--- src/rtl/vesc_pkg.sv ---
`default_nettype none

package vesc_pkg;

   // decoder states, one-hot
   typedef enum logic [6:0] {
      ST_GROUND = 7'b000_0001,
      ST_START  = 7'b000_0010,
      ST_META   = 7'b000_0100,
      ST_META1  = 7'b000_1000,
      ST_CTRL   = 7'b001_0000,
      ST_OCT2   = 7'b010_0000,
      ST_OCT3   = 7'b100_0000
   } dec_state_type;

   // input kinds (carried on req_tuser)
   localparam logic OP_DATA = 1'b0;
   localparam logic OP_END  = 1'b1;

   // result status (carried on rsp_tuser)
   localparam logic STAT_OK  = 1'b0;
   localparam logic STAT_BAD = 1'b1;

   // one result beat
   typedef struct packed {
      logic [7:0] ch;
      logic       status;
      logic       last;
   } rsp_item_type;

   localparam int QUEUE_DEPTH = 4;
   localparam int QUEUE_PTR_W = $clog2(QUEUE_DEPTH);
   localparam int QUEUE_CNT_W = $clog2(QUEUE_DEPTH + 1);

   // character codes
   localparam logic [7:0] CH_BSLASH = 8'h5C;
   localparam logic [7:0] CH_DASH   = 8'h2D;
   localparam logic [7:0] CH_NL     = 8'h0A;
   localparam logic [7:0] CH_DOLLAR = 8'h24;
   localparam logic [7:0] CH_M      = 8'h4D;
   localparam logic [7:0] CH_CARET  = 8'h5E;
   localparam logic [7:0] CH_QUOTE  = 8'h22;
   localparam logic [7:0] CH_N      = 8'h6E;
   localparam logic [7:0] CH_R      = 8'h72;
   localparam logic [7:0] CH_B      = 8'h62;
   localparam logic [7:0] CH_A      = 8'h61;
   localparam logic [7:0] CH_V      = 8'h76;
   localparam logic [7:0] CH_T      = 8'h74;
   localparam logic [7:0] CH_F      = 8'h66;
   localparam logic [7:0] CH_S      = 8'h73;
   localparam logic [7:0] CH_E      = 8'h45;
   localparam logic [7:0] CH_QMARK  = 8'h3F;

   localparam logic [7:0] CH_CR     = 8'h0D;
   localparam logic [7:0] CH_BS     = 8'h08;
   localparam logic [7:0] CH_BEL    = 8'h07;
   localparam logic [7:0] CH_VT     = 8'h0B;
   localparam logic [7:0] CH_TAB    = 8'h09;
   localparam logic [7:0] CH_FF     = 8'h0C;
   localparam logic [7:0] CH_SPACE  = 8'h20;
   localparam logic [7:0] CH_ESC    = 8'h1B;

   localparam logic [7:0] META_BIT  = 8'h80;
   localparam logic [7:0] CTRL_MASK = 8'h1F;
   localparam logic [7:0] DEL_CODE  = 8'h7F;

   // '0'..'7' share upper bits 00110
   localparam logic [4:0] OCT_HIGH  = 5'b00110;

endpackage

`default_nettype wire

--- src/rtl/visual_escape_decoder.sv ---
`default_nettype none

// Each result beat is registered in the result queue when its request beat is taken.
// Throughput: one request beat per cycle while req_tready is high; a beat that ends an octal run
// with a plain byte yields two result beats, so the rsp_ side then drains one per cycle while rsp_tready is high.
// The four-entry result queue sets the stall point: req_tready drops at three held.
// Reset (synchronous, active high) returns the decoder to ground, clears the partial byte and empties the queue.
module visual_escape_decoder (
   input  var logic       clock,
   input  var logic       reset,

   // request stream
   input  var logic       req_tvalid,
   output logic           req_tready,
   input  var logic [7:0] req_tdata,   // [7:0] char_in
   input  var logic       req_tuser,   // [0] op (0 data, 1 end of string)

   // result stream
   output logic           rsp_tvalid,
   input  var logic       rsp_tready,
   output logic [7:0]     rsp_tdata,   // [7:0] char_out
   output logic           rsp_tuser,   // [0] status (1 bad escape)
   output logic           rsp_tlast    // final beat caused by one request beat
);

   vesc_pkg::dec_state_type state_ff, state_in, state_step;
   logic [7:0]              partial_ff, partial_in, partial_step;
   vesc_pkg::rsp_item_type  res0, res1, head;
   logic [1:0]              res_count, push_count;
   logic                    head_valid;
   logic                    room_for_two;
   logic                    req_beat;

   // Decode runs straight off the accepted beat; the queue is the result register.
   vesc_step u_step (
      .state        (state_ff),
      .partial      (partial_ff),
      .op           (req_tuser),
      .ch           (req_tdata),
      .state_next   (state_step),
      .partial_next (partial_step),
      .res0         (res0),
      .res1         (res1),
      .res_count    (res_count)
   );

   assign req_tready = room_for_two;
   assign req_beat   = req_tvalid && req_tready;
   assign push_count = req_beat ? res_count : 2'd0;

   always_comb begin
      state_in   = req_beat ? state_step   : state_ff;
      partial_in = req_beat ? partial_step : partial_ff;
   end

   always_ff @(posedge clock) begin
      if (reset) begin
         state_ff   <= vesc_pkg::ST_GROUND;
         partial_ff <= 8'h00;
      end else begin
         state_ff   <= state_in;
         partial_ff <= partial_in;
      end
   end

   // Holds up to four results; two free slots are kept for a worst-case beat.
   vesc_queue u_queue (
      .clock        (clock),
      .reset        (reset),
      .push_count   (push_count),
      .push0        (res0),
      .push1        (res1),
      .head         (head),
      .head_valid   (head_valid),
      .pop          (rsp_tready),
      .room_for_two (room_for_two)
   );

   assign rsp_tvalid = head_valid;
   assign rsp_tdata  = head.ch;
   assign rsp_tuser  = head.status;
   assign rsp_tlast  = head.last;

endmodule

`default_nettype wire

--- src/rtl/vesc_step.sv ---
`default_nettype none

// One decode step: current state and beat in, next state and up to two results out.
module vesc_step (
   input  var vesc_pkg::dec_state_type state,
   input  var logic [7:0]              partial,
   input  var logic                    op,
   input  var logic [7:0]              ch,
   output vesc_pkg::dec_state_type     state_next,
   output logic [7:0]                  partial_next,
   output vesc_pkg::rsp_item_type      res0,
   output vesc_pkg::rsp_item_type      res1,
   output logic [1:0]                  res_count
);

   logic       is_oct;
   logic [7:0] oct_acc;
   logic [7:0] r0_ch;
   logic [7:0] r1_ch;
   logic       r0_st;
   logic [1:0] n;

   assign is_oct  = (ch[7:3] == vesc_pkg::OCT_HIGH);
   assign oct_acc = {partial[4:0], 3'b000} + {5'b00000, ch[2:0]};

   always_comb begin
      state_next   = state;
      partial_next = partial;
      r0_ch        = 8'h00;
      r0_st        = vesc_pkg::STAT_OK;
      r1_ch        = 8'h00;
      n            = 2'd0;

      if (op == vesc_pkg::OP_END) begin
         state_next = vesc_pkg::ST_GROUND;
         if (state == vesc_pkg::ST_OCT2 || state == vesc_pkg::ST_OCT3) begin
            r0_ch = partial;
            n     = 2'd1;
         end else if (state != vesc_pkg::ST_GROUND) begin
            r0_st = vesc_pkg::STAT_BAD;
            n     = 2'd1;
         end
      end else begin
         unique case (state)
            vesc_pkg::ST_GROUND: begin
               if (ch == vesc_pkg::CH_BSLASH) begin
                  partial_next = 8'h00;
                  state_next   = vesc_pkg::ST_START;
               end else begin
                  partial_next = ch;
                  r0_ch        = ch;
                  n            = 2'd1;
               end
            end
            vesc_pkg::ST_START: begin
               state_next = vesc_pkg::ST_GROUND;
               if (is_oct) begin
                  partial_next = {5'b00000, ch[2:0]};
                  state_next   = vesc_pkg::ST_OCT2;
               end else begin
                  unique case (ch) inside
                     vesc_pkg::CH_DASH: partial_next = 8'h00;
                     vesc_pkg::CH_NL, vesc_pkg::CH_DOLLAR: ;
                     vesc_pkg::CH_M: begin
                        partial_next = vesc_pkg::META_BIT;
                        state_next   = vesc_pkg::ST_META;
                     end
                     vesc_pkg::CH_CARET: state_next = vesc_pkg::ST_CTRL;
                     vesc_pkg::CH_BSLASH, vesc_pkg::CH_QUOTE: begin
                        partial_next = ch; r0_ch = ch; n = 2'd1;
                     end
                     vesc_pkg::CH_N: begin
                        partial_next = vesc_pkg::CH_NL; r0_ch = vesc_pkg::CH_NL; n = 2'd1;
                     end
                     vesc_pkg::CH_R: begin
                        partial_next = vesc_pkg::CH_CR; r0_ch = vesc_pkg::CH_CR; n = 2'd1;
                     end
                     vesc_pkg::CH_B: begin
                        partial_next = vesc_pkg::CH_BS; r0_ch = vesc_pkg::CH_BS; n = 2'd1;
                     end
                     vesc_pkg::CH_A: begin
                        partial_next = vesc_pkg::CH_BEL; r0_ch = vesc_pkg::CH_BEL; n = 2'd1;
                     end
                     vesc_pkg::CH_V: begin
                        partial_next = vesc_pkg::CH_VT; r0_ch = vesc_pkg::CH_VT; n = 2'd1;
                     end
                     vesc_pkg::CH_T: begin
                        partial_next = vesc_pkg::CH_TAB; r0_ch = vesc_pkg::CH_TAB; n = 2'd1;
                     end
                     vesc_pkg::CH_F: begin
                        partial_next = vesc_pkg::CH_FF; r0_ch = vesc_pkg::CH_FF; n = 2'd1;
                     end
                     vesc_pkg::CH_S: begin
                        partial_next = vesc_pkg::CH_SPACE; r0_ch = vesc_pkg::CH_SPACE;
                        n = 2'd1;
                     end
                     vesc_pkg::CH_E: begin
                        partial_next = vesc_pkg::CH_ESC; r0_ch = vesc_pkg::CH_ESC; n = 2'd1;
                     end
                     default: begin
                        r0_st = vesc_pkg::STAT_BAD;
                        n     = 2'd1;
                     end
                  endcase
               end
            end
            vesc_pkg::ST_META: begin
               if (ch == vesc_pkg::CH_DASH) begin
                  state_next = vesc_pkg::ST_META1;
               end else if (ch == vesc_pkg::CH_CARET) begin
                  state_next = vesc_pkg::ST_CTRL;
               end else begin
                  state_next = vesc_pkg::ST_GROUND;
                  r0_st      = vesc_pkg::STAT_BAD;
                  n          = 2'd1;
               end
            end
            vesc_pkg::ST_META1: begin
               state_next   = vesc_pkg::ST_GROUND;
               partial_next = partial | ch;
               r0_ch        = partial | ch;
               n            = 2'd1;
            end
            vesc_pkg::ST_CTRL: begin
               state_next = vesc_pkg::ST_GROUND;
               if (ch == vesc_pkg::CH_QMARK) begin
                  partial_next = partial | vesc_pkg::DEL_CODE;
               end else begin
                  partial_next = partial | (ch & vesc_pkg::CTRL_MASK);
               end
               r0_ch = partial_next;
               n     = 2'd1;
            end
            vesc_pkg::ST_OCT2, vesc_pkg::ST_OCT3: begin
               if (is_oct) begin
                  partial_next = oct_acc;
                  if (state == vesc_pkg::ST_OCT2) begin
                     state_next = vesc_pkg::ST_OCT3;
                  end else begin
                     state_next = vesc_pkg::ST_GROUND;
                     r0_ch      = oct_acc;
                     n          = 2'd1;
                  end
               end else begin
                  // flush the octal byte, then redo this beat from ground
                  r0_ch = partial;
                  if (ch == vesc_pkg::CH_BSLASH) begin
                     partial_next = 8'h00;
                     state_next   = vesc_pkg::ST_START;
                     n            = 2'd1;
                  end else begin
                     partial_next = ch;
                     state_next   = vesc_pkg::ST_GROUND;
                     r1_ch        = ch;
                     n            = 2'd2;
                  end
               end
            end
            default: begin
               state_next = vesc_pkg::ST_GROUND;
               r0_st      = vesc_pkg::STAT_BAD;
               n          = 2'd1;
            end
         endcase
      end
   end

   assign res0      = '{ch: r0_ch, status: r0_st, last: (n == 2'd1)};
   assign res1      = '{ch: r1_ch, status: vesc_pkg::STAT_OK, last: 1'b1};
   assign res_count = n;

endmodule

`default_nettype wire

--- src/rtl/vesc_queue.sv ---
`default_nettype none

// Small result queue: takes up to two entries per cycle, gives at most one.
module vesc_queue (
   input  var logic                   clock,
   input  var logic                   reset,
   input  var logic [1:0]             push_count,
   input  var vesc_pkg::rsp_item_type push0,
   input  var vesc_pkg::rsp_item_type push1,
   output vesc_pkg::rsp_item_type     head,
   output logic                       head_valid,
   input  var logic                   pop,
   output logic                       room_for_two
);

   localparam int PW = vesc_pkg::QUEUE_PTR_W;
   localparam int CW = vesc_pkg::QUEUE_CNT_W;

   vesc_pkg::rsp_item_type entry_ff [vesc_pkg::QUEUE_DEPTH];
   logic [PW-1:0] wr_ff, wr_in, wr_next1;
   logic [PW-1:0] rd_ff, rd_in;
   logic [CW-1:0] cnt_ff, cnt_in;
   logic          do_pop;

   assign do_pop   = pop && (cnt_ff != '0);
   assign wr_next1 = wr_ff + PW'(1);

   always_comb begin
      wr_in  = wr_ff + PW'(push_count);
      rd_in  = do_pop ? rd_ff + PW'(1) : rd_ff;
      cnt_in = cnt_ff + CW'(push_count) - CW'(do_pop);
   end

   always_ff @(posedge clock) begin
      if (reset) begin
         wr_ff  <= '0;
         rd_ff  <= '0;
         cnt_ff <= '0;
      end else begin
         wr_ff  <= wr_in;
         rd_ff  <= rd_in;
         cnt_ff <= cnt_in;
      end
   end

   always_ff @(posedge clock) begin
      if (push_count != 2'd0) begin
         entry_ff[wr_ff] <= push0;
      end
      if (push_count == 2'd2) begin
         entry_ff[wr_next1] <= push1;
      end
   end

   assign head         = entry_ff[rd_ff];
   assign head_valid   = (cnt_ff != '0);
   assign room_for_two = (cnt_ff <= CW'(vesc_pkg::QUEUE_DEPTH - 2));

endmodule

`default_nettype wire
--- config.mk ---
export PLATFORM = sky130hd
export DESIGN_NAME = visual_escape_decoder
export DESIGN_NICKNAME = d
export VERILOG_FILES = /design/src/rtl/vesc_pkg.sv /design/src/rtl/visual_escape_decoder.sv /design/src/rtl/vesc_step.sv /design/src/rtl/vesc_queue.sv
export SDC_FILE = /design/constraint.sdc
export NUM_CORES = 1
export LEC_CHECK = 0
export ABC_AREA = 1
export BUFFER_PORTS_ARGS = -buffer_cell sky130_fd_sc_hd__buf_2
export CORE_ASPECT_RATIO = 1.25
export CORE_MARGIN = 2
export CORE_UTILIZATION = 56
export CTS_CLUSTER_DIAMETER = 60
export CTS_CLUSTER_SIZE = 20
export DETAILED_ROUTE_END_ITERATION = 8
export GPL_TIMING_DRIVEN = 0
export PLACE_DENSITY = 0.77
export SYNTH_ARGS = -nofsm -noshare
export SYNTH_HDL_FRONTEND = slang
export SYNTH_SLANG_ARGS = --single-unit
--- constraint.sdc ---
create_clock -name clock -period 2.4 [get_ports clock]
set_input_delay 0 -clock clock [delete_from_list [all_inputs] [get_ports clock]]
set_output_delay 0 -clock clock [all_outputs]
set_load 0.005 [all_outputs]
# ---- Word-level counts from Yosys, hierarchy flattened
# Memory sizes are Yosys's and may differ from the RTL's. A register that Yosys moved wholly into a read port is not among the register bits.
# Index checks and enable logic that the tools add are counted.
# W data, S select, Z words.
dict set report op_classes {
  reduce_logical 13
  n_lt_le_gt_ge 1
  bitwise_logic 3
  n_addsub 6
  n_eq_ne 30
  muxes 53
}
# op count
set ops {}
lappend ops {{$eq A8 B7 Y1 const B} 12}
lappend ops {{$mux W8} 12}
lappend ops {{$pmux W8 S12} 1}
lappend ops {{$pmux W8 S10} 1}
lappend ops {{$pmux W8 S5} 2}
lappend ops {{$mux W7} 6}
lappend ops {{$eq A8 B6 Y1 const B} 4}
lappend ops {{$pmux W7 S4} 1}
lappend ops {{$mux W2} 9}
lappend ops {{$mux W1} 17}
lappend ops {{$reduce_or A16 Y1} 1}
lappend ops {{$ne A14 B2 Y1 const B} 1}
lappend ops {{$pmux W5 S2} 1}
lappend ops {{$reduce_or A5 Y1} 2}
lappend ops {{$add A8 B3 Y8} 1}
lappend ops {{$eq A8 B4 Y1 const B} 1}
lappend ops {{$or A8 B5 Y8} 1}
lappend ops {{$or A8 B8 Y8} 1}
lappend ops {{$pmux W2 S4} 1}
lappend ops {{$eq A7 B1 Y1 const B} 1}
lappend ops {{$eq A7 B2 Y1 const B} 1}
lappend ops {{$eq A7 B3 Y1 const B} 1}
lappend ops {{$eq A7 B4 Y1 const B} 1}
lappend ops {{$eq A7 B5 Y1 const B} 1}
lappend ops {{other kinds (23)} 26}
dict set report totals {
  ramBits 40
  output_inout_bits 12
  regBits 22
  mem_count 1
  wordCells 112
  input_bits 13
}
# memory words word_bits rd rd_clocked_by_memory_dff wr line
set mem_list {}
lappend mem_list {u_queue.entry_ff 4 10 1 1 2 vesc_queue.sv:19} ;# vesc_pkg::rsp_item_type entry_ff [vesc_pkg::QUEUE_DEPTH];

# ---- Logic depth before layout (Yosys ltp)
dict set report depth {
  depth_word 10
  ltp_mapped 16
  ltp_nobuf 16
}

# ---- Cells and area by module
# A second synthesis with hierarchy kept.
dict set report unflattened {
  cells_unflattened 702
  hier_area_um2 4868.4
}
# mod seq_area_each_um2 n_inst area_each_um2 cells_each
set by_module_without_submodules {}
lappend by_module_without_submodules {vesc_queue 1381.3 1 2555.0 262}
lappend by_module_without_submodules {vesc_step 0.0 1 1669.1 342}
lappend by_module_without_submodules {visual_escape_decoder 300.3 1 644.4 98}

# ---- Least setup slack after synthesis
# OpenSTA, ideal clock, no wires.
dict set report synth_timing {
  kind {flip-flop to flip-flop}
  from {register state_ff[2]}
  to {register u_queue.cnt_ff[2]}
  path_stages_with_launch 16
  slack_ns 0.054
  setup_ns 0.120
  synth_period_minus_slack_ns 2.346
  path_buffers 0
  arrival_ns 2.226
  t_required_ns 2.280
  cell_sequence {dfxtp_1 -> nor2_4 -> nand2_2 -> nor2_1 -> nand2_2 -> nand2_4 -> nor2_1 -> nor2_1 -> nand3_2 -> nand3_2 -> inv_1 -> ha_1 -> fa_1 -> xor2_1 -> o21ai_0 -> a21oi_1}
}
dict set report synth_via {
  elab_chain_cells 8
  elab_cells_between_ends 17
  classes_between {2 x add/sub; 6 x eq/ne; 7 x mux; 2 x reduce/logical}
}
# element line
set synth_rtl {}
lappend synth_rtl {{start: declaration} visual_escape_decoder.sv:26} ;# vesc_pkg::dec_state_type state_ff, state_in, state_step;
lappend synth_rtl {{start signal: assignment} visual_escape_decoder.sv:58} ;# state_ff <= vesc_pkg::ST_GROUND;
lappend synth_rtl {{start signal: assignment} visual_escape_decoder.sv:61} ;# state_ff <= state_in;
lappend synth_rtl {{$eq A7 B6 Y1} {vesc_step.sv:36, vesc_step.sv:44, vesc_step.sv:137}}
lappend synth_rtl {{$mux W1} vesc_step.sv:137} ;# if (state == vesc_pkg::ST_OCT2) begin
lappend synth_rtl {{$mux W2} vesc_step.sv:135} ;# if (is_oct) begin
lappend synth_rtl {{$pmux W2 S4} vesc_step.sv:44} ;# unique case (state)
lappend synth_rtl {{$mux W2 *} vesc_step.sv:34} ;# if (op == vesc_pkg::OP_END) begin
lappend synth_rtl {{$mux W2 *} visual_escape_decoder.sv:49} ;# assign push_count = req_beat ? res_count : 2'd0;
lappend synth_rtl {{$add A3 B2 Y3 *} vesc_queue.sv:31} ;# cnt_in = cnt_ff + CW'(push_count) - CW'(do_pop);
lappend synth_rtl {{$sub A3 B1 Y3 *} vesc_queue.sv:31}
lappend synth_rtl {{end signal: assignment} vesc_queue.sv:42} ;# cnt_ff <= cnt_in;
lappend synth_rtl {{end: declaration} vesc_queue.sv:22} ;# logic [CW-1:0] cnt_ff, cnt_in;
# Mark *: on every way between the ends. The rest lies on a longest branch, timed or not.
# A chain may end at the register's enable or synchronous reset.

# ---- Worst setup path in the final report
# Same ends and word-level chain as after synthesis.

==> impl_metrics.py <==
metrics = {
    "routing": {
        "drcViolationCount": 0,
        "first_pass_iters": 5,
        "ant_nets": 0,
        "via_per_inst": 5.84,
        "wl_per_cell_um": 17.0,
        "vias": 4985,
        "drt-initial-drc-count": 301,
        "totalWireLength_mm": 14.5,
    },
    "global_route": {
        "grt_pass1_vias": 4759,
        "antenna_found_initial": 0,
        "grt_pass1_wl_mm": 23.3,
        "grt_max_degree": 12,
        "grt_usage_pct": 32.9,
        "overflow": 0,
    },
    "status": {
        "status": "finished with violations",
        "violations": "negative setup slack",
    },
    "clock_network": {
        "clock_latency_ns": 0.36,
        "cts_buffers": 9,
        "cts_tree": "yes",
        "numClockSinks": 64,
        "root_buffer": "clkbuf_8",
        "clock_path_buffers": 2,
        "path_clk_slew_ns": 0.08,
        "cts.htree.levels": 3,
    },
    "logic_synthesis": {
        "ys_ff_latch": 64,
        "seq_area_frac_synth_pct": 34.7,
        "synth_area_leaders": "edfxtp_1 21%, dfxtp_1 14%, nand2_1 13%",
        "synth_most_common_cell": "nand2_1",
        "syn_inst": 701,
        "synthArstFlopShare_pct": 0,
        "netlist_area_mm2": 0.00462,
        "yosysWarnings": 0,
        "synth_top_cell_by_area": "edfxtp_1",
        "synth_flop_cell": "edfxtp_1",
        "avgSynthCellArea_um2": 6.59,
        "ys_types": 39,
        "synth_edf_count": 32,
        "syn_nets": 719,
        "synth_top_area_share_pct": 20.8,
        "netlist_top_cells_count": "159 x nand2_1, 127 x nor2_1, 62 x inv_1, 62 x nand3_1, 55 x o21ai_0",
    },
    "timing": {
        "relSlewSlack_pct": 48.4,
        "fin_skew_ns": 0.0105,
        "fmax_ghz": 0.415,
        "worst_slew_pin_slew_ns": 0.771,
        "drv_slew": 0,
        "hold_viol": 0,
        "period_minus_slack_ns": 2.41,
        "setup_ws_ns": -0.00742,
        "setup_viol": 1,
        "min_period_over_period_pct": 100,
        "rsz0062_at_grt": "yes",
    },
    "power_and_ir_drop": {
        "peakVddDrop_mv": 0.716,
        "seq_power_share_pct": 35.4,
        "pwr-share-clk_pct": 20.8,
        "switching_share_pct": 41.9,
        "powerDensity_mw_per_mm2": 801,
        "p_leak_nw": 2.41,
        "cell_internal_pwr_mw": 2.48,
        "finalPower_mw": 4.27,
        "p_sw_mw": 1.79,
        "p_comb_share_pct": 43.8,
    },
    "layout": {
        "nets": 770,
        "fin_area_mm2": 0.00534,
        "synthToLayoutAreaGrowth_pct": 15.5,
        "layout-drive-gt1-share_pct": 17.7,
        "diodes": 0,
        "nFillCells": 755,
        "final_util_pct": 65.9,
    },
    "place": {
        "place_area_mm2": 0.00486,
        "gp_congestion": 0.999,
        "io_buffers": 23,
        "dp.final_hpwl_mm": 11.2,
    },
    "die": {
        "rows": 37,
        "fp.coreArea_mm2": 0.00810,
        "die_width_um": 85.2,
        "num_io_pins": 25,
        "start_util_pct": 57.0,
        "die-area_mm2": 0.00900,
        "die_h_um": 106,
    },
    "setup_path": {
        "path_class": "flip-flop to flip-flop",
        "r2r_start": "state_ff[2]$_SDFFE_PP0P_",
        "cp_max_fo": 5,
        "worstRegToRegCells": 15,
        "worstSetupEndpoint": "u_queue.cnt_ff[2]$_SDFF_PP0_",
        "r2r_slack_ns": -0.007,
        "worstPathArrival_ns": 2.65,
        "required_ns": 2.64,
        "endpoint_kind": "flip-flop",
        "r2r_end": "u_queue.cnt_ff[2]$_SDFF_PP0_",
        "start_kind": "flip-flop",
        "crit_path_start": "state_ff[2]$_SDFFE_PP0P_",
    },
    "job": {
        "cap_violations": 0,
    },
    "worst_hold_path": {
        "hp-class": "input pin to flip-flop",
        "hold_depth": 5,
    },
}
[flip-flops by register name, summed over array words and instances, names as in the netlist, named ones only]
signal	flops
state_ff	7
partial_ff	8
u_queue.rd_ff	2
u_queue.wr_ff	2
u_queue.entry_ff	40
u_queue.cnt_ff	3
[kinds of logic after synthesis]
logic type,share of synthesized area [%]
compound gates,16.4
xor+xnor,0.379
fa+ha+maj,1.52
buf+inv,7.88
flops,34.7
simple gates,39.2
[placed cells by master, fill, tap and decap left out, types with 4 or more instances in the layout]
cell and instances:
nand2_1 151, nor2_1 123, nand3_1 60, inv_1 60, o21ai_0 54, a21oi_1 44
edfxtp_1 32, buf_2 29, dfxtp_1 26, nand2_2 17, o22ai_1 17, buf_4 14
nor2_4 11, nand2_4 10, clkbuf_1 9, clkbuf_8 9, nand4_1 8, nor3_1 8
inv_2 8, o21ai_1 6, o211ai_1 5, nor2_2 5, dfxtp_2 4
[per-stage QoR]
step / setup TNS, ns / instances / hold slack, ns / worst slack, ns
after floorplan: 0 / 701 / 0.0785 / 0.0539
after global placement: -4.94 / 821 / 0.220 / -0.179
after detailed placement: -6.18 / 821 / 0.232 / -0.235
after CTS: -0.0169 / 847 / 0.0590 / -0.0169
after global routing: -0.209 / 854 / 0.113 / -0.104
final: -0.00742 / 854 / 0.0670 / -0.00742
[layout make-up]
type                    instances  area (um^2)  share of cell area, %
plain buffers                  18         90.1                   1.69
clock buffers                  11          156                   2.93
clock inverters                 5         28.8                  0.539
inverters                      73          283                   5.30
multi-input cells             546         2790                   52.3
flip-flops and latches         64         1610                   30.2
well taps                      97          121                   2.27
repair buffers                 40          251                   4.71
[how the worst min path moves through the flow]
stage,slack [ns],endpoint,start
finish,0.07,partial_ff[7]$_SDFFE_PP0P_,req_tdata[7]
global route,0.11,partial_ff[7]$_SDFFE_PP0P_,req_tdata[7]
CTS,0.06,partial_ff[7]$_SDFFE_PP0P_,req_tdata[7]
detailed placement,0.23,state_ff[3]$_SDFFE_PP0P_,reset
global placement,0.22,state_ff[3]$_SDFFE_PP0P_,reset
floorplan,0.08,state_ff[3]$_SDFFE_PP0P_,reset
[critical path, stage by stage, from the launching register on]
cell,delay [ns]
dfxtp_4,0.37
nor2_4,0.19
nand2_4,0.11
inv_1,0.12
nand2_4,0.08
nand2_2,0.08
nor2_2,0.05
nor2_1,0.12
nand3_2,0.12
nand3_4,0.11
inv_4,0.04
ha_4,0.15
fa_2,0.37
xor2_2,0.19
o21ai_1,0.13
a21oi_1,0.05
[metal layers]
layer  global-route usage [%]  wire, um  vias to the layer above
met1                     36.8      5490                     2303
li1                         -         -                     2437
met4                     18.5       715                        0
met5                        0         0                        -
met3                     4.62       731                       50
met2                     59.0      7600                      195
[power by group through the flow]
stage | Sequential, mW | Combinational [mW] | Clock (mW)
finish | 1.51 | 1.87 | 0.887
global route | 1.53 | 2.07 | 0.932
CTS | 1.51 | 1.71 | 0.888
detailed placement | 1.52 | 1.62 | 0
global placement | 1.51 | 1.58 | 0
floorplan | 1.48 | 1.16 | 0
[repair_timing]
action | in CTS | in global routing
endpoints found under the hold margin | 3 | 0
pin swaps | 11 | 19
setup endpoints to repair | 36 | 48
setup buffers | 8 | 7
hold buffers | 2 | 0
resized for setup | 26 | 20
(Power assumes the default switching activity.)
